<file path="config.mk">
export PLATFORM = sky130hd
export DESIGN_NAME = pcu_datapath
export DESIGN_NICKNAME = d
export VERILOG_FILES = /design/src/hw/rtl/pcu_pkg.sv /design/src/hw/rtl/pcu_datapath.sv
export SDC_FILE = /design/constraint.sdc
export NUM_CORES = 2
export LEC_CHECK = 0
export CORE_UTILIZATION = 65
export DETAILED_ROUTE_END_ITERATION = 10
export DONT_BUFFER_PORTS = 1
export GPL_TIMING_DRIVEN = 0
export PLACE_DENSITY_LB_ADDON = 0.2
export SETUP_SLACK_MARGIN = 0.15
export SYNTH_ARGS = -nofsm -noshare
export SYNTH_HDL_FRONTEND = slang
export SYNTH_SLANG_ARGS = --single-unit
</file>
<file path="constraint.sdc">
create_clock -name clock -period 9.49 [get_ports clock]
set_input_delay 1.4235 -clock clock [delete_from_list [all_inputs] [get_ports clock]]
set_output_delay 1.4235 -clock clock [all_outputs]
set_load 0.02 [all_outputs]
</file>
<file path="src/hw/rtl/pcu_pkg.sv">
`timescale 1ns / 1ps
// ----------------------------------------------------------------------------
// pcu_pkg
// Shared types and constants for the pearson correlation unit.
// ----------------------------------------------------------------------------
package pcu_pkg;

   localparam int SAMPLE_W    = 16;
   localparam int MAX_SAMPLES = 4096;
   localparam int FRAC_BITS   = 15;
   localparam int CNT_W       = 13;
   localparam int SUM_W       = 29;
   localparam int SXY_W       = 44;
   localparam int SXX_W       = 43;
   localparam int PROD_W      = 2 * SAMPLE_W;
   localparam int CORR_W      = 16;
   localparam int STATUS_W    = 2;
   localparam int WORD_W      = 64;
   localparam int ITER        = 64;
   localparam int STEP_W      = 6;
   localparam int DIV_STEPS   = FRAC_BITS + 1;

   localparam logic [STATUS_W-1:0] STATUS_OK         = 2'd0;
   localparam logic [STATUS_W-1:0] STATUS_DEGENERATE = 2'd1;
   localparam logic [STATUS_W-1:0] STATUS_OVERFLOW   = 2'd2;

   localparam logic [CORR_W-1:0] CORR_MAX = 16'h7FFF;
   localparam logic [CORR_W-1:0] CORR_MIN = 16'h8000;

   typedef enum logic [2:0] {
      OP_N_SXY  = 3'd0,
      OP_SX_SY  = 3'd1,
      OP_N_SXX  = 3'd2,
      OP_SX_SX  = 3'd3,
      OP_N_SYY  = 3'd4,
      OP_SY_SY  = 3'd5,
      OP_DX_DY  = 3'd6
   } mul_op_type;

   typedef struct packed {
      logic       accept;
      logic       mul_load;
      logic       mul_step;
      logic       store;
      logic       sqrt_load;
      logic       sqrt_step;
      logic       div_load;
      logic       div_step;
      logic       finish;
      mul_op_type op;
   } cmd_type;

   typedef struct packed {
      logic step_last;
   } stat_type;

endpackage

</file>
<file path="src/hw/rtl/pcu_datapath.sv">
`timescale 1ns / 1ps
// ----------------------------------------------------------------------------
// pcu_datapath
// Running sums, shift-add multiplier, digit square root and fraction divider.
// ----------------------------------------------------------------------------
module pcu_datapath (
   input  logic                              clock,
   input  logic                              reset,
   input  pcu_pkg::cmd_type                  cmd,
   output pcu_pkg::stat_type                 stat,
   input  logic signed [pcu_pkg::SAMPLE_W-1:0] req_x_sample,
   input  logic signed [pcu_pkg::SAMPLE_W-1:0] req_y_sample,
   output logic signed [pcu_pkg::CORR_W-1:0]   rsp_correlation,
   output logic [pcu_pkg::STATUS_W-1:0]        rsp_status,
   output logic [pcu_pkg::CNT_W-1:0]           rsp_pairs_used
);

   localparam int W  = pcu_pkg::WORD_W;
   localparam int W2 = 2 * pcu_pkg::WORD_W;

   // pending products, added to the sums in the cycle after the word is taken
   logic                              pend_ff, pend_in;
   logic signed [pcu_pkg::SAMPLE_W-1:0] px_ff, py_ff;
   logic signed [pcu_pkg::PROD_W-1:0]   pxy_ff, pxx_ff, pyy_ff;

   logic [pcu_pkg::CNT_W-1:0]        cnt_ff, cnt_in;
   logic                             ovf_ff, ovf_in;
   logic signed [pcu_pkg::SUM_W-1:0] sx_ff, sx_in, sy_ff, sy_in;
   logic signed [pcu_pkg::SXY_W-1:0] sxy_ff, sxy_in;
   logic [pcu_pkg::SXX_W-1:0]        sxx_ff, sxx_in, syy_ff, syy_in;
   logic                             keep;

   logic [W2-1:0]  ma_ff, macc_ff;
   logic [W-1:0]   mb_ff;
   logic [W-1:0]   op_a, op_b;
   logic [W-1:0]   pa_ff, num_ff, dx_ff, dy_ff;

   logic [W2-1:0]  rad_ff;
   logic [W+1:0]   rem_ff, rem_sh, trial;
   logic [W-1:0]   root_ff;
   logic           sq_ge;

   logic [W:0]     dr_ff, dr_t;
   logic [pcu_pkg::CORR_W-1:0] q_ff;
   logic           dv_ge;
   logic [pcu_pkg::STEP_W-1:0] step_ff;

   logic           neg, degen;
   logic [W-1:0]   mag;
   logic [pcu_pkg::CORR_W-1:0]   corr_val;
   logic [pcu_pkg::STATUS_W-1:0] status_val;

   logic signed [pcu_pkg::CORR_W-1:0] corr_ff;
   logic [pcu_pkg::STATUS_W-1:0]      status_ff;
   logic [pcu_pkg::CNT_W-1:0]         pairs_ff;

   assign keep = cnt_ff < pcu_pkg::CNT_W'(pcu_pkg::MAX_SAMPLES);

   always_comb begin
      pend_in = cmd.accept && keep;
      cnt_in  = cnt_ff;
      ovf_in  = ovf_ff;
      sx_in   = sx_ff;
      sy_in   = sy_ff;
      sxy_in  = sxy_ff;
      sxx_in  = sxx_ff;
      syy_in  = syy_ff;
      if (cmd.accept) begin
         if (keep) begin
            cnt_in = cnt_ff + 1'b1;
         end else begin
            ovf_in = 1'b1;
         end
      end
      if (pend_ff) begin
         sx_in  = sx_ff + pcu_pkg::SUM_W'(px_ff);
         sy_in  = sy_ff + pcu_pkg::SUM_W'(py_ff);
         sxy_in = sxy_ff + pcu_pkg::SXY_W'(pxy_ff);
         sxx_in = sxx_ff + pcu_pkg::SXX_W'($unsigned(pxx_ff));
         syy_in = syy_ff + pcu_pkg::SXX_W'($unsigned(pyy_ff));
      end
      if (cmd.finish) begin
         cnt_in = '0;
         ovf_in = 1'b0;
         sx_in  = '0;
         sy_in  = '0;
         sxy_in = '0;
         sxx_in = '0;
         syy_in = '0;
      end
   end

   always_ff @(posedge clock) begin
      if (reset) begin
         pend_ff <= 1'b0;
         cnt_ff  <= '0;
         ovf_ff  <= 1'b0;
         sx_ff   <= '0;
         sy_ff   <= '0;
         sxy_ff  <= '0;
         sxx_ff  <= '0;
         syy_ff  <= '0;
      end else begin
         pend_ff <= pend_in;
         cnt_ff  <= cnt_in;
         ovf_ff  <= ovf_in;
         sx_ff   <= sx_in;
         sy_ff   <= sy_in;
         sxy_ff  <= sxy_in;
         sxx_ff  <= sxx_in;
         syy_ff  <= syy_in;
      end
   end

   always_ff @(posedge clock) begin
      if (cmd.accept) begin
         px_ff  <= req_x_sample;
         py_ff  <= req_y_sample;
         pxy_ff <= req_x_sample * req_y_sample;
         pxx_ff <= req_x_sample * req_x_sample;
         pyy_ff <= req_y_sample * req_y_sample;
      end
   end

   // operands, sign extended so the low word of the product wraps correctly
   always_comb begin
      unique case (cmd.op)
         pcu_pkg::OP_N_SXY: begin
            op_a = W'(cnt_ff);
            op_b = W'(sxy_ff);
         end
         pcu_pkg::OP_SX_SY: begin
            op_a = W'(sx_ff);
            op_b = W'(sy_ff);
         end
         pcu_pkg::OP_N_SXX: begin
            op_a = W'(cnt_ff);
            op_b = W'(sxx_ff);
         end
         pcu_pkg::OP_SX_SX: begin
            op_a = W'(sx_ff);
            op_b = W'(sx_ff);
         end
         pcu_pkg::OP_N_SYY: begin
            op_a = W'(cnt_ff);
            op_b = W'(syy_ff);
         end
         pcu_pkg::OP_SY_SY: begin
            op_a = W'(sy_ff);
            op_b = W'(sy_ff);
         end
         default: begin
            op_a = dx_ff;
            op_b = dy_ff;
         end
      endcase
   end

   // square root: two radicand bits per step
   assign rem_sh = {rem_ff[W-1:0], rad_ff[W2-1:W2-2]};
   assign trial  = {root_ff, 2'b01};
   assign sq_ge  = rem_sh >= trial;

   // divide: first step takes the integer bit, the rest shift in fraction bits
   assign dr_t  = (step_ff == '0) ? dr_ff : {dr_ff[W-1:0], 1'b0};
   assign dv_ge = dr_t >= {1'b0, root_ff};

   assign stat.step_last = cmd.div_step ?
                           (step_ff == pcu_pkg::STEP_W'(pcu_pkg::DIV_STEPS - 1)) :
                           (step_ff == pcu_pkg::STEP_W'(pcu_pkg::ITER - 1));

   always_ff @(posedge clock) begin
      if (reset) begin
         step_ff <= '0;
      end else if (cmd.mul_load || cmd.sqrt_load || cmd.div_load) begin
         step_ff <= '0;
      end else if (cmd.mul_step || cmd.sqrt_step || cmd.div_step) begin
         step_ff <= step_ff + 1'b1;
      end
   end

   always_ff @(posedge clock) begin
      if (cmd.mul_load) begin
         ma_ff   <= W2'(op_a);
         mb_ff   <= op_b;
         macc_ff <= '0;
      end else if (cmd.mul_step) begin
         if (mb_ff[0]) begin
            macc_ff <= macc_ff + ma_ff;
         end
         ma_ff <= {ma_ff[W2-2:0], 1'b0};
         mb_ff <= {1'b0, mb_ff[W-1:1]};
      end
      if (cmd.store) begin
         case (cmd.op)
            pcu_pkg::OP_SX_SY: num_ff <= pa_ff - macc_ff[W-1:0];
            pcu_pkg::OP_SX_SX: dx_ff  <= pa_ff - macc_ff[W-1:0];
            pcu_pkg::OP_SY_SY: dy_ff  <= pa_ff - macc_ff[W-1:0];
            default:           pa_ff  <= macc_ff[W-1:0];
         endcase
      end
      if (cmd.sqrt_load) begin
         rad_ff  <= macc_ff;
         rem_ff  <= '0;
         root_ff <= '0;
      end else if (cmd.sqrt_step) begin
         rad_ff  <= {rad_ff[W2-3:0], 2'b00};
         rem_ff  <= sq_ge ? (rem_sh - trial) : rem_sh;
         root_ff <= {root_ff[W-2:0], sq_ge};
      end
      if (cmd.div_load) begin
         dr_ff <= {1'b0, mag};
         q_ff  <= '0;
      end else if (cmd.div_step) begin
         dr_ff <= dv_ge ? (dr_t - {1'b0, root_ff}) : dr_t;
         q_ff  <= {q_ff[pcu_pkg::CORR_W-2:0], dv_ge};
      end
   end

   assign neg   = num_ff[W-1];
   assign mag   = neg ? (W'(0) - num_ff) : num_ff;
   assign degen = (dx_ff == '0) || (dy_ff == '0);

   always_comb begin
      if (degen) begin
         corr_val   = '0;
         status_val = pcu_pkg::STATUS_DEGENERATE;
      end else begin
         status_val = ovf_ff ? pcu_pkg::STATUS_OVERFLOW : pcu_pkg::STATUS_OK;
         if (neg) begin
            corr_val = q_ff[pcu_pkg::CORR_W-1] ? pcu_pkg::CORR_MIN :
                       (pcu_pkg::CORR_W'(0) - q_ff);
         end else begin
            corr_val = (q_ff >= pcu_pkg::CORR_MAX) ? pcu_pkg::CORR_MAX : q_ff;
         end
      end
   end

   always_ff @(posedge clock) begin
      if (cmd.finish) begin
         corr_ff   <= $signed(corr_val);
         status_ff <= status_val;
         pairs_ff  <= cnt_ff;
      end
   end

   assign rsp_correlation = corr_ff;
   assign rsp_status      = status_ff;
   assign rsp_pairs_used  = pairs_ff;

endmodule

</file>
==> results.cfg <==
[clock_tree]
cts_made_buffers = 136
cts_setup_buffers = 0
cts-root-buf = clkbuf_16
clk_latency_ns = 0.81
cts_tree = yes
holdBufCountCts = 0
postCtsResizedCells = 0
cts_buffer_depth = 3
path_clk_slew_ns = 0.06
cts.sinks = 1277
htree_levels = 4

[placed_design]
port_buffers = 0
placedCellCount = 13700
hpwlAfterDp_um = 273000
routabilityCongestion = 1.05
place_worst_setup_slack_ns = -0.596
dpl_cell_area_um2 = 108000

[worst_setup_path]
slowest_delay_ns = 0.75
start_kind = primary input
crit_fanout = 10
cp-end-kind = flip-flop
crit_family = adder cells
crit_buf_inv = 5
cp.required_ns = 9.98
critPathMostFrequentCell = fa_1
cp.arrival_ns = 9.44
crit_slowest_cell = o311ai_1
crit_type = in -> reg

[sta]
period_needed_ns = 8.95
fin_ws_ns = 0.535
setup_violations = 0
final-max-slew-violation-count = 11
fin_crit_sh = 0.944
max_slew_margin = -0.0804
rsz0062_at_grt = no
worst_clock_skew_ns = 0.0255
max_clock_freq_mhz = 112
worstMarginPinSlew_ns = 1.62
finalHoldViolCount = 0

[synth]
yosysSeqAreaShare = 0.312
synth_area_um2 = 105000
synth_edf_count = 731
ys.flop_type = edfxtp_1
ys_warn_count = 0
syn_inst = 11500
postSynthAreaPerCell_um2 = 9.12
ys_async_sr_fraction = 0
synth.distinct_cells = 87
synth_nets = 13100
synth_seq_cells = 1277

[floorplan]
fp.dieW_um = 404
std_cell_rows = 147
io-pin-count = 78
die_height_um = 404
start_util = 0.656
die-area_um2 = 164000
core_um2 = 161000

[grt]
grt_pass1_wl_um = 510000
grt-ovfl-total = 0
grt_pass1_vias = 85600
antenna_found_initial = 13
grt_max_degree = 127
gr-usage-all-layers = 0.413

[detailed_routing]
drt_iter0_markers = 9796
vias = 88300
vias_per_cell = 6.32
final_antenna_net_count = 1
avgRoutedWirePerCell_um = 24.5
drc = 0
first_pass_iters = 9
drt-total-wl_um = 342000

[finish]
fillers = 12400
final_cells = 14000
syn_to_final_growth_pct = 7.53
fin_area_um2 = 113000
nets = 13200
drive_gt1_frac = 0.0380

[run]
cap_viol_max_count = 1

[power_and_ir_drop]
vdd_ir_drop_max_uv = 2250
power_density_nw_per_um2 = 346
p_leak_nw = 49.1

[run_status]
status = finished with violations
violations = antenna rules, capacitance limit, slew limit

[worst_hold_path]
hp-class = reg -> reg
## state kept, by name, indices dropped and copies added (netlist names), 29 cells and up
name	cells
pxx_ff	30
ma_ff	128
num_ff	64
sxx_ff	43
rad_ff	128
dr_ff	65
pyy_ff	30
dx_ff	64
mb_ff	64
syy_ff	43
sy_ff	29
root_ff	64
rem_ff	64
sxy_ff	44
pa_ff	64
dy_ff	64
pxy_ff	32
macc_ff	128
sx_ff	29
## cells by family (layout without fill, tap and decap cells)
| family | count (synthesis) | in the layout | synth area share |
|---|---|---|---|
| fa+ha+maj | 1488 | 1488 | 0.229 |
| mux | 491 | 491 | 0.0483 |
| flops | 1277 | 1277 | 0.312 |
| compound gates | 2545 | 2545 | 0.151 |
| buf+inv | 1856 | 2119 | 0.0664 |
| other cells | 0 | 18 | 0 |
| xor+xnor | 645 | 645 | 0.0537 |
| simple gates | 3240 | 3240 | 0.139 |
## stage by stage
| stage | util | hold WS, ns | power, mW | setup TNS, ns |
|---|---|---|---|---|
| finish | 0.705 | 0.484 | 39.1 | 0 |
| floorplan | - | 0.429 | 26.1 | 0 |
| CTS | 0.705 | 0.483 | 38.6 | 0 |
| global route | 0.705 | 0.500 | 41.9 | 0 |
| global placement | 0.672 | 0.459 | 31.7 | -106.78 |
| detailed placement | 0.674 | 0.474 | 32.6 | -0.596 |
## area by class of cell
type / instances / area, um2 / share of cell area
Antenna cell: 18 / 45.0 / 0.000398
Buffer: 547 / 2080 / 0.0184
Clock buffer: 178 / 3880 / 0.0343
Clock inverter: 75 / 1040 / 0.00915
Inverter: 1309 / 4910 / 0.0434
Multi-Input combinational cell: 8409 / 65400 / 0.578
Sequential cell: 1277 / 32900 / 0.291
Tap cell: 2160 / 2700 / 0.0239
Timing Repair Buffer: 10 / 205 / 0.00181
## worst register-to-register path: stages (launching register included)
cell,delay (ns)
dfxtp_1,0.33
inv_1,0.09
ha_1,0.18
and3_1,0.19
clkbuf_1,0.57
buf_1,0.65
nand2_1,0.12
nand2_1,0.12
ha_1,0.25
nand3_1,0.14
nor2_1,0.37
a21oi_1,0.18
o21ai_0,0.35
a311oi_1,0.26
o41ai_1,0.73
a21oi_1,0.22
a21boi_0,0.56
a41o_1,0.30
nand2_1,0.26
clkbuf_1,0.41
clkbuf_1,0.46
a211oi_1,0.42
a21oi_1,0.07
## layer usage
metal,GRT usage,vias to the layer above,share of wire,routed length (um)
li1,-,39800,-,-
met1,0.528,42900,0.39,133000
met2,0.646,4591,0.45,152000
met3,0.0883,997,0.10,34200
met4,0.245,8,0.067,22900
met5,0,-,0.00014,47
## where the power goes
| part | switching [mW] | internal [mW] |
|---|---|---|
| Sequential | 0.546 | 7.66 |
| Combinational | 15.0 | 10.0 |
| Clock | 2.39 | 3.53 |
## path summary, 6_finish.rpt
| path | start | end | slack (ns) | depth (start not counted) |
|---|---|---|---|---|
| min reg2reg | macc_ff[93] | macc_ff[93] | 0.48 | 2 |
| max reg2reg | step_ff[0] | dr_ff[7] | 2.00 | 22 |
| min | macc_ff[93] | macc_ff[93] | 0.48 | 2 |
| max | req_x_sample[10] | pxx_ff[30] | 0.54 | 25 |
## layout by cell type (no fill, tap or decap), types with 176 or more instances in the layout
cell type and count:
a21oi_1 918, o21ai_0 460, xnor2_1 387, inv_1 1301, nor2_1 1058, and2_1 196
ha_1 753, mux2i_1 358, xor2_1 258, dfxtp_1 546, clkbuf_1 508, fa_1 735
edfxtp_1 731, a21o_1 293, nand2_1 1144, a211oi_1 176
## Yosys cell counts, drive strengths merged (176+ instances only)
master,n,area [um2]
fa,735,14700
edfxtp,731,22000
inv,1302,4890
ha,753,9420
a21o,293,2200
xor2,258,2260
mux2i,358,3580
a211oi,176,1320
xnor2,387,3390
nand2,1146,4300
dfxtp,546,10900
clkbuf,492,1850
o21ai,460,2300
a21oi,918,4590
nor2,1059,3980
and2,196,1230
(Power assumes the default switching activity.)
