<file path="src/hw/rtl/pcu_pkg.sv">
`timescale 1ns / 1ps
// ----------------------------------------------------------------------------
// pcu_pkg
// Shared types and constants for the pearson correlation unit.
// ----------------------------------------------------------------------------
package pcu_pkg;

   localparam int SAMPLE_W    = 16;
   localparam int MAX_SAMPLES = 4096;
   localparam int FRAC_BITS   = 15;
   localparam int CNT_W       = 13;
   localparam int SUM_W       = 29;
   localparam int SXY_W       = 44;
   localparam int SXX_W       = 43;
   localparam int PROD_W      = 2 * SAMPLE_W;
   localparam int CORR_W      = 16;
   localparam int STATUS_W    = 2;
   localparam int WORD_W      = 64;
   localparam int ITER        = 64;
   localparam int STEP_W      = 6;
   localparam int DIV_STEPS   = FRAC_BITS + 1;

   localparam logic [STATUS_W-1:0] STATUS_OK         = 2'd0;
   localparam logic [STATUS_W-1:0] STATUS_DEGENERATE = 2'd1;
   localparam logic [STATUS_W-1:0] STATUS_OVERFLOW   = 2'd2;

   localparam logic [CORR_W-1:0] CORR_MAX = 16'h7FFF;
   localparam logic [CORR_W-1:0] CORR_MIN = 16'h8000;

   typedef enum logic [2:0] {
      OP_N_SXY  = 3'd0,
      OP_SX_SY  = 3'd1,
      OP_N_SXX  = 3'd2,
      OP_SX_SX  = 3'd3,
      OP_N_SYY  = 3'd4,
      OP_SY_SY  = 3'd5,
      OP_DX_DY  = 3'd6
   } mul_op_type;

   typedef struct packed {
      logic       accept;
      logic       mul_load;
      logic       mul_step;
      logic       store;
      logic       sqrt_load;
      logic       sqrt_step;
      logic       div_load;
      logic       div_step;
      logic       finish;
      mul_op_type op;
   } cmd_type;

   typedef struct packed {
      logic step_last;
   } stat_type;

endpackage

</file>
<file path="src/hw/rtl/pcu_ctrl.sv">
`timescale 1ns / 1ps
// ----------------------------------------------------------------------------
// pcu_ctrl
// Sequencer: accumulation, product sequence, square root, divide, output.
// ----------------------------------------------------------------------------
module pcu_ctrl (
   input  logic             clock,
   input  logic             reset,
   input  logic             req_valid,
   input  logic             req_last_pair,
   output logic             req_stall,
   output logic             rsp_valid,
   input  logic             rsp_stall,
   output pcu_pkg::cmd_type cmd,
   input  pcu_pkg::stat_type stat
);

   typedef enum logic [9:0] {
      ST_ACCUM = 10'b0000000001,
      ST_DRAIN = 10'b0000000010,
      ST_LOAD  = 10'b0000000100,
      ST_MUL   = 10'b0000001000,
      ST_STORE = 10'b0000010000,
      ST_SQRT  = 10'b0000100000,
      ST_DIVLD = 10'b0001000000,
      ST_DIV   = 10'b0010000000,
      ST_FIN   = 10'b0100000000,
      ST_OUT   = 10'b1000000000
   } state_type;

   state_type           state_ff, state_in;
   pcu_pkg::mul_op_type op_ff, op_in;

   always_ff @(posedge clock) begin
      if (reset) begin
         state_ff <= ST_ACCUM;
         op_ff    <= pcu_pkg::OP_N_SXY;
      end else begin
         state_ff <= state_in;
         op_ff    <= op_in;
      end
   end

   always_comb begin
      state_in  = state_ff;
      op_in     = op_ff;
      cmd       = '0;
      cmd.op    = op_ff;
      req_stall = 1'b1;
      rsp_valid = 1'b0;
      unique case (state_ff)
         ST_ACCUM: begin
            req_stall = 1'b0;
            if (req_valid) begin
               cmd.accept = 1'b1;
               if (req_last_pair) begin
                  state_in = ST_DRAIN;
               end
            end
         end
         ST_DRAIN: begin
            op_in    = pcu_pkg::OP_N_SXY;
            state_in = ST_LOAD;
         end
         ST_LOAD: begin
            cmd.mul_load = 1'b1;
            state_in     = ST_MUL;
         end
         ST_MUL: begin
            cmd.mul_step = 1'b1;
            if (stat.step_last) begin
               state_in = ST_STORE;
            end
         end
         ST_STORE: begin
            if (op_ff == pcu_pkg::OP_DX_DY) begin
               cmd.sqrt_load = 1'b1;
               state_in      = ST_SQRT;
            end else begin
               cmd.store = 1'b1;
               state_in  = ST_LOAD;
               unique case (op_ff)
                  pcu_pkg::OP_N_SXY: op_in = pcu_pkg::OP_SX_SY;
                  pcu_pkg::OP_SX_SY: op_in = pcu_pkg::OP_N_SXX;
                  pcu_pkg::OP_N_SXX: op_in = pcu_pkg::OP_SX_SX;
                  pcu_pkg::OP_SX_SX: op_in = pcu_pkg::OP_N_SYY;
                  pcu_pkg::OP_N_SYY: op_in = pcu_pkg::OP_SY_SY;
                  default:           op_in = pcu_pkg::OP_DX_DY;
               endcase
            end
         end
         ST_SQRT: begin
            cmd.sqrt_step = 1'b1;
            if (stat.step_last) begin
               state_in = ST_DIVLD;
            end
         end
         ST_DIVLD: begin
            cmd.div_load = 1'b1;
            state_in     = ST_DIV;
         end
         ST_DIV: begin
            cmd.div_step = 1'b1;
            if (stat.step_last) begin
               state_in = ST_FIN;
            end
         end
         ST_FIN: begin
            cmd.finish = 1'b1;
            state_in   = ST_OUT;
         end
         ST_OUT: begin
            rsp_valid = 1'b1;
            if (!rsp_stall) begin
               state_in = ST_ACCUM;
            end
         end
         default: begin
            state_in = ST_ACCUM;
         end
      endcase
   end

endmodule

</file>
<file path="config.mk">
export PLATFORM = sky130hd
export DESIGN_NAME = pcu_ctrl
export DESIGN_NICKNAME = d
export VERILOG_FILES = /design/src/hw/rtl/pcu_pkg.sv /design/src/hw/rtl/pcu_ctrl.sv
export SDC_FILE = /design/constraint.sdc
export NUM_CORES = 1
export LEC_CHECK = 0
export BUFFER_PORTS_ARGS = -buffer_cell sky130_fd_sc_hd__buf_2
export CAP_MARGIN = 20
export CORE_MARGIN = 1.5
export CORE_UTILIZATION = 50
export CTS_CLUSTER_SIZE = 24
export DETAILED_ROUTE_END_ITERATION = 8
export GPL_TIMING_DRIVEN = 0
export PLACE_DENSITY = 0.87
export SLEW_MARGIN = 20
export SYNTH_ARGS = -nofsm -noshare
export SYNTH_HDL_FRONTEND = slang
export SYNTH_SLANG_ARGS = --single-unit
export TNS_END_PERCENT = 50
</file>
<file path="constraint.sdc">
create_clock -name clock -period 2.9 [get_ports clock]
set_input_delay 0.435 -clock clock [delete_from_list [all_inputs] [get_ports clock]]
set_output_delay 0.435 -clock clock [all_outputs]
set_load 0.01 [all_outputs]
</file>
==> run metrics, run 1 <==
number of inserted diodes=0; Hold-fix buffers, CTS=0; cell mode on critical path=buf_2; LEAKAGE=0.477 nW; Die ar.=1970 um^2; Setup TNS Final=0 ns; Synth Net Count=105; worst r2r src=state_ff[2]; sw frac=31.8%; unrepaired setup endpoints after global routing=no; Hold Crit Class=input port to register; Area growth syn-to-layout=16.5%; first-pass GRT wire length=between 3 and 4 mm; Seq pwr share=~47%; CP startpoint kind=register; Core Area=1560 um^2; Slew Limit Headroom=54.0%; Crit Reg-Reg Endpoint=op_ff[1]; switching power total=0.000134 W; Min Clock Period, post-route=2.53 ns; fmax=0.396 GHz; YS warnings=0; Final Hold Fails=0; combinational power share=between 20% and 30%; sequential fraction of the synthesis area=30.4%; CP Buf/Inv Count=4; GRT Residual Overflow=0; Worst VDD drop=roughly 0.00027 V; CP max stage cell=nor4_1; hold_ws=0.397 ns; DP Wirelength=1.52 mm; Crit. End Element=output port; # Post-CTS Setup Buffers=0; critical path type=register to output port; most frequent cells in the layout=buf_2, dfxtp_1, nor3_1; cell internal pwr=0.000286 W; initial antenna violation count=0; post-cts sizing count=0; DR WL/cell=14.6 um; slowest stage delay, CP=between 0.5 and 0.6 ns; Routed Antenna Nets=0; WHS Path Cells=2; max-cap check violation count=0; Total GRT Usage=23.8%; Clk Latency, worst-skew pair=0.28 ns; leading cell type in the layout, fill and taps excluded=buf_2; Syn Area/Cell=about 8.7 um^2; Nets=129; final worst-path cycle share=just under 90%; total routed wirelength=around 2.0 mm; first-pass iteration count of the detailed router=6; #FFs+latches synth=13; Vias=between 800 and 900; vias in the first global route=slightly below 800; row cnt=14; status=completed; skew final=0.00258 ns; initial DRC count=28; Critical Path AT=2.09 ns; Clock Tree Buf Depth=2; Starting Density=55.0%; clk slew on worst S/H paths=0.08 ns; endpoints failing setup=0; number of remaining DRC errors=0; Reg2Reg Depth=6; crit-path max FO=9; cell chain of the critical path=buf_2, nor4_1, and3_1, clkbuf_1, nand2_1, inv_1, buf_2; Worst Hold End=state_ff[4]; r2r setup slk=0.92 ns; CTS tree=built; IO Count=20; CTS buffer count=3; GPL Wtd Cong=0.797; Clock Sinks=13; fraction of layout cells with a size suffix above 1=29.5%; Pwr per Cell Area=420 nW/um^2; die height=44.4 um; Worst Hold Launch=reset; die width=between 40 and 50 um; WP data required=2.47 ns; Final Max Tran Viols=0; worst slew pin tran=0.684 ns; clock power share=27.4%; vias per std cell=approximately 6.3; Port Buffers=19; H-tree lvl count=1; Root Buffer=clkbuf_4; pin count of the biggest net entering global routing=11; critical path's top delay family=simple AND/OR/NAND/NOR gates; Syn Inst Count=99; Unique masters post-synth=41; Syn Std Cell Area=857 um^2
-- how the worst max path moves through the flow --
stage / from / to / slack (ns) / cells after the start
final: state_ff[2] / cmd[7] / 0.37 / 7
after global placement: state_ff[2] / cmd[7] / 0.72 / 7
after CTS: state_ff[2] / cmd[7] / 0.41 / 7
after floorplan: state_ff[5] / cmd[3] / 0.94 / 3
after global routing: state_ff[2] / cmd[7] / 0.14 / 7
after detailed placement: state_ff[2] / cmd[7] / 0.73 / 7
-- sequential cells by signal, indices dropped and copies added (netlist names) --
register	flops
state_ff	10
op_ff	3
-- synthesized netlist by cell type, drive strengths merged --
library cell | number | area, um^2
o211ai | 1 | 7.51
nand3 | 2 | 10.0
o21a | 3 | 22.5
nor3 | 8 | 40.0
dfxtp | 13 | 260
buf | 4 | 28.8
o31ai | 1 | 7.51
inv | 6 | 22.5
nor3b | 4 | 35.0
nor2 | 6 | 22.5
and4 | 4 | 35.0
and3 | 1 | 6.26
nor4b | 2 | 23.8
or3 | 2 | 12.5
a21bo | 1 | 10.0
nand3b | 1 | 7.51
or2 | 2 | 12.5
nand2 | 2 | 7.51
clkbuf | 2 | 7.51
or4 | 4 | 37.5
nor4 | 10 | 87.6
and3b | 1 | 8.76
o221a | 1 | 11.3
nand4 | 2 | 12.5
and2 | 2 | 12.5
a21boi | 1 | 7.51
nand2b | 2 | 12.5
a21oi | 2 | 10.0
o211a | 1 | 10.0
a211o | 1 | 8.76
xor2 | 3 | 26.3
o41ai | 1 | 8.76
xnor2 | 1 | 8.76
a21o | 2 | 15.0
-- logic make-up after synthesis --
group                     Yosys count  share of synthesized area (%)
DFF                                13                           30.4
xor gates and xnor gates            4                           4.09
buffers and inverters              12                           6.86
AOI/OAI and AO/OA                  15                           13.9
and+or+nand+nor                    55                           44.8
-- area by class of cell --
cell class / count / area (um^2)
Buffer: 6 / 36.3
Clock buffer: 4 / 26.3
Fill cell: 142 / 561
Inverter: 6 / 22.5
Multi-Input combinational cell: 74 / 538
Sequential cell: 13 / 260
Tap cell: 16 / 20.0
Timing Repair Buffer: 19 / 95.1
-- per-layer routing --
metal / vias up / wire, um / global-route usage, %
met5: - / 0 / 0
met4: 0 / 27 / 15.8
met3: 4 / 94 / 3.67
met2: 36 / 990 / 37.9
met1: 396 / 894 / 29.6
li1: 427 / - / -
-- stage by stage --
step	area [um^2]	std cells	util, %	setup WS, ns	total power, W
2_1_floorplan	857	99	-	0.939	0.000278
3_3_place_gp	972	134	62.4	0.717	0.000306
3_5_place_dp	972	134	62.4	0.725	0.000308
4_1_cts	998	138	64.0	0.405	0.000421
5_1_grt	998	138	64.0	0.136	0.000445
6_report	998	138	64.0	0.372	0.000419
-- power by group through the flow --
stage / Combinational, W / Clock, W / Sequential, W
after floorplan: 0.0000779 / 0 / 0.000200
after global placement: 0.000103 / 0 / 0.000202
after detailed placement: 0.000106 / 0 / 0.000202
after CTS: 0.000106 / 0.000117 / 0.000198
after global routing: 0.000119 / 0.000127 / 0.000200
final: 0.000106 / 0.000115 / 0.000198
-- worst register-to-register path, stage by stage (launching register included) --
cell and delay, ns:
dfxtp_1 0.30, buf_2 0.16, nor4_1 0.59, and3_1 0.26, clkbuf_1 0.22, nand3_1 0.13, o211a_1 0.22
(Power assumes the default switching activity.)
==> run 2, diff against run 1 <==
- ABC_AREA: not set -> 1
- CORE_ASPECT_RATIO: not set -> 1.4
- PLACE_DENSITY: 0.87 -> 0.86
==> run 2 against run 1 <==
Effect of this change: final area rose by 7.0%; clock skew fell by 0.0019 ns; global-route usage fell by 2.0 points; setup slack improved by 0.60 ns; utilization fell by 3.2 points; routed wire length fell by 0.80%; synthesized area rose by 7.6%; first-iteration DRC count fell by 29%; hold slack got worse by 0.049 ns; clock-buffer cell count did not move; largest cell class unchanged; largest power group is now combinational cells.
==> run metrics, run 2 <==
status=completed; pin count of the biggest net entering global routing=11; DP Worst Slack=around 1.3 ns; Clk Latency, worst-skew pair=0.27 ns; top-area cell type share of the netlist area=28.2%; Die ar.=2110 um^2; Port Buffers=19; crit-path max FO=5; Setup TNS Final=0 ns; Yosys top cell by area=dfxtp_1; max-cap check violation count=0; unrepaired setup endpoints after global routing=no; CTS tree=built; # Post-CTS Setup Buffers=0; IO Count=20; fmax=0.517 GHz; Worst Hold Launch=reset; final instance area=1070 um^2; Worst Hold End=state_ff[9]; Synth Net Count=147; row cnt=18; max FFs per register=10; Pwr per Cell Area=681 nW/um^2; DP Wirelength=roughly 1.7 mm; placed standard-cell area=about 1000 um^2; top cells by count, synth=inv_1, nand2_1, nor2_1; Most flops, register=state_ff; Syn Inst Count=141; Routed Antenna Nets=0; worst r2r src=state_ff[8]; r2r setup slk=1.45 ns; sequential fraction of the synthesis area=between 20 and 30%; Syn Std Cell Area=922 um^2; Area growth syn-to-layout=15.9%; Total GRT Usage=21.9%; WP data required=2.47 ns; LEAKAGE=0.659 nW; main flop type after synthesis=dfxtp_1; DR WL/cell=around 11 um; die width=39.3 um; clk slew on worst S/H paths=0.08 ns; Hold Crit Class=input port to register; critical path type=register to output port; number of inserted diodes=0; Post-synth EDFFs=0; Unique masters post-synth=23; top-count cell post-synth=inv_1; async set or reset register ratio after synthesis=0%; Vias=~910; Final WS setup=0.967 ns; endpoints failing setup=0; fraction of layout cells with a size suffix above 1=35.4%; total routed wirelength=1.99 mm; final worst-path cycle share=about 67%; Critical Path AT=1.50 ns; die height=53.8 um; GPL Wtd Cong=about 0.85; Final Max Tran Viols=0; worst slew pin tran=approximately 0.29 ns; Syn Area/Cell=~6.5 um^2; vias per std cell=between 4 and 5; Starting Density=52.5%; first-pass GRT wire length=between 3 and 4 mm; leading cell type in the layout, fill and taps excluded=inv_1; H-tree lvl count=1; Reg2Reg Depth=10; GRT Residual Overflow=0; Core Area=1760 um^2; Hold-fix buffers, CTS=0; Clock Tree Buf Depth=2; number of remaining DRC errors=0; CP startpoint kind=register; Layout Utilization=around three fifths; YS warnings=0; #FFs+latches synth=13; initial DRC count=20; Clock Sinks=13; post-cts sizing count=0; Crit. End Element=output port; dominant cells by area after synthesis=dfxtp_1, inv_1, nand2_1; Nets=171; first-pass iteration count of the detailed router=4; Slew Limit Headroom=80.3%; Crit Reg-Reg Endpoint=state_ff[0]; initial antenna violation count=0; most frequent cells in the layout=inv_1, nand2_1, nor2_1; Worst VDD drop=0.000384 V; Min Clock Period, post-route=around 1.9 ns; largest registers=state_ff (10), op_ff (3); Final Hold Fails=0; skew final=between 0.0007 and 0.0008 ns; WHS Path Cells=2; Root Buffer=clkbuf_4; vias in the first global route=853; CTS buffer count=3
## run 2: changes by cell type in the layout (fill, tap and decap cells not counted), sizes merged, moves of 3 or more
cell   delta
buf       -4
nor3      -5
nand2    +30
and4      -4
or4       -4
nand3    +14
nor4     -10
nor2     +26
nor3b     -4
xor2      -3
inv      +30
o21a      -3
## run 2: power breakdown
part | leakage (nW) | internal [W] | total [W] | switching, W
sequential | 0.106 | 0.000201 | 0.000228 | 0.0000266
clock | 0.0150 | 0.0000533 | 0.000114 | 0.0000611
combinational | 0.539 | 0.000130 | 0.000385 | 0.000256
## run 2: layout make-up
| class | instances | area [um^2] |
|---|---|---|
| fill | 162 | 688 |
| multi-input combinational | 91 | 520 |
| sequential | 13 | 260 |
| inverter | 37 | 141 |
| timing repair buffer | 19 | 95.1 |
| clock buffer | 4 | 26.3 |
| tap | 20 | 25.0 |
## run 2: routing by layer
layer | GRT usage (%) | share of wire [%]
met1 | 21.5 | 38
met2 | 41.9 | 56
met4 | 9.77 | 2.8
met3 | 4.13 | 3.4
met5 | 0 | 0
## run 2: worst max-delay path by stage
| stage | from | end | slack, ns | depth (start not counted) |
|---|---|---|---|---|
| 4_1_cts | state_ff[8] | cmd[8] | 0.98 | 8 |
| 3_5_place_dp | state_ff[8] | cmd[8] | 1.29 | 8 |
| 6_report | state_ff[8] | cmd[8] | 0.97 | 8 |
| 2_1_floorplan | state_ff[6] | rsp_valid | 1.44 | 5 |
| 5_1_grt | state_ff[8] | cmd[8] | 0.85 | 8 |
| 3_3_place_gp | state_ff[8] | cmd[8] | 1.31 | 8 |
## run 2: cell families (layout without fill, tap and decap cells)
| logic type | count (synthesis) | count (layout) | share of synthesized area (%) |
|---|---|---|---|
| buffers and inverters | 37 | 60 | 15.3 |
| and+or+nand+nor | 86 | 86 | 51.0 |
| DFF | 13 | 13 | 28.2 |
| AOI/OAI and AO/OA | 5 | 5 | 5.43 |
## run 2: worst max-delay path, stage by stage, from the launching register on
cell and delay [ns]:
dfxtp_1 0.37, nor2_2 0.19, nand2_1 0.09, inv_2 0.08, nand3_4 0.10, inv_1 0.09
nand2_1 0.10, inv_1 0.08, buf_2 0.12
## run 2: through the flow
step / instances / hold slack (ns) / power, W
after floorplan: 141 / 0.496 / 0.000532
after CTS: 184 / 0.350 / 0.000730
after detailed placement: 180 / 0.497 / 0.000616
after global routing: 184 / 0.350 / 0.000787
final: 184 / 0.348 / 0.000727
after global placement: 180 / 0.492 / 0.000601
==> run 3, diff against run 2 <==
- CORE_UTILIZATION: 50 -> 47
- PLACE_DENSITY: 0.86 -> 0.85
- clock period: 2.9 -> 1.6 ns (I/O delays scaled with it)
==> run 3 against run 2 <==
Effect of this change: the run now ends with negative setup slack left; utilization rose by 7.4 points; clock-buffer cell count stayed put; non-clock buffer count increased by 10; die area up 6.0%; critical path type unchanged; highest routed layer unchanged.
==> run metrics, run 3 (synthesized netlist as in run 2, its figures left out) <==
DR WL/cell=11.5 um; Reg2Reg Depth=11; fmax=0.615 GHz; first-pass GRT wire length=3.66 mm; unrepaired setup endpoints after global routing=yes; initial antenna violation count=0; Final Hold Fails=0; die height=55.4 um; Clock Sinks=13; Crit. End Element=output port; CTS tree=built; Total GRT Usage=22.4%; Min Clock Period, post-route=1.63 ns; crit-path max FO=5; Root Buffer=clkbuf_4; GPL Wtd Cong=0.857; number of inserted diodes=0; first-pass iteration count of the detailed router=6; Clk Latency, worst-skew pair=0.28 ns; IO Count=20; H-tree lvl count=1; placed cells=180; final worst-path cycle share=102%; total routed wirelength=2.24 mm; Routed Antenna Nets=0; pin count of the biggest net entering global routing=11; Port Buffers=19; status=finished with violations; Worst VDD drop=0.000832 V; hold_ws=0.151 ns; row cnt=18; GRT Residual Overflow=0; number of remaining DRC errors=0; clk slew on worst S/H paths=0.08 ns; Die ar.=2240 um^2; Hold Crit Class=input port to register; max-cap check violation count=0; CTS buffer count=3; die width=40.4 um; WHS Path Cells=2; vias in the first global route=892; Area growth syn-to-layout=33.2%; most frequent cells in the layout=inv_1, nand2_1, buf_2; Clock Tree Buf Depth=2; initial DRC count=30; skew final=0.00716 ns; Slew Limit Headroom=between 70% and 80%; DP Worst Slack=0.167 ns; failing checks=negative setup slack; Pwr per Cell Area=1210 nW/um^2; WP data required=1.36 ns; Setup TNS Final=-0.0517 ns; Critical Path AT=1.39 ns; CP startpoint kind=register; Post-Layout Cell Count=between 150 and 200; Most flops, register=state_ff; worst slew pin tran=0.322 ns; Final WS setup=-0.0269 ns; critical path type=register to output port; Crit Reg-Reg Endpoint=state_ff[0]; fraction of layout cells with a size suffix above 1=around 49%; r2r setup slk=0.11 ns; Core Area=~1800 um^2; worst r2r src=state_ff[8]; Worst Hold Launch=reset; LEAKAGE=around 0.72 nW; Starting Density=51.2%; max FFs per register=10; Final Max Tran Viols=0; endpoints failing setup=3; largest registers=state_ff (10), op_ff (3); Worst Hold End=state_ff[9]; vias per std cell=5.06; Nets=around 180; DP Wirelength=approximately 1.6 mm; Hold-fix buffers, CTS=0; Vias=982
run 3: changes by cell type in the layout (fill, tap and decap cells not counted), moves of 2 or more:
| cell | before | now |
|---|---|---|
| buf_4 | 0 | 9 |
| dfxtp_1 | 13 | 5 |
| dfxtp_2 | 0 | 5 |
| nor2_4 | 2 | 7 |
| inv_1 | 27 | 23 |
| inv_2 | 8 | 12 |
| dfxtp_4 | 0 | 3 |
| nor2_2 | 10 | 7 |
| nand2_1 | 25 | 23 |
| nor2_1 | 20 | 18 |
run 3: where the power goes:
part | internal [W] | switching (W) | total [W]
combinational | 0.000325 | 0.000532 | 0.000856
sequential | 0.000371 | 0.0000518 | 0.000423
clock | 0.0000967 | 0.000113 | 0.000210
total | 0.000792 | 0.000697 | 0.00149
run 3: routing by layer:
metal / wire length, um / share of wire [%] / up-vias / GRT usage, %
li1: - / - / 493 / -
met1: 850 / 38 / 442 / 27.7
met2: 1190 / 53 / 38 / 37.0
met3: 119 / 5.3 / 9 / 2.41
met4: 73 / 3.3 / 0 / 9.05
met5: 0 / 0 / - / 0
run 3: worst max-delay path, cell delays in order, from the launching register on:
cell     delay, ns
dfxtp_4       0.37
nor2_4        0.15
buf_6         0.13
nand3_4       0.07
nor2_4        0.13
inv_2         0.04
nor2_1        0.09
buf_2         0.13
run 3: layout make-up:
class,count,area (um^2)
clock buffer,4,26.3
fill,145,573
sequential,13,278
tap,20,25.0
multi-input combinational,91,584
timing repair buffer,29,174
inverter,37,141
run 3: repair_timing:
| action | 4_1_cts | 5_1_grt |
|---|---|---|
| endpoints found under the setup margin | 6 | 11 |
| hold endpoints to repair | 0 | 0 |
| pin swaps | 7 | 7 |
| buffers inserted | 5 | 5 |
| gates resized for setup | 15 | 15 |
run 3: worst max path at each step:
stage | slack [ns] | to | cells after the start | startpoint
CTS | -0.02 | cmd[8] | 8 | state_ff[7]
floorplan | 0.34 | rsp_valid | 5 | state_ff[6]
global route | -0.1 | cmd[8] | 8 | state_ff[0]
detailed placement | 0.17 | cmd[8] | 8 | state_ff[8]
finish | -0.03 | cmd[11] | 7 | state_ff[8]
global placement | 0.18 | cmd[8] | 8 | state_ff[8]
run 3: stage by stage:
step                util (%)  power (W)  instance area (um^2)
floorplan                  -   0.000964                   922
global placement        57.8    0.00109                  1040
detailed placement      57.8    0.00111                  1040
CTS                     63.5    0.00141                  1140
global route            68.2    0.00160                  1230
finish                  68.2    0.00149                  1230
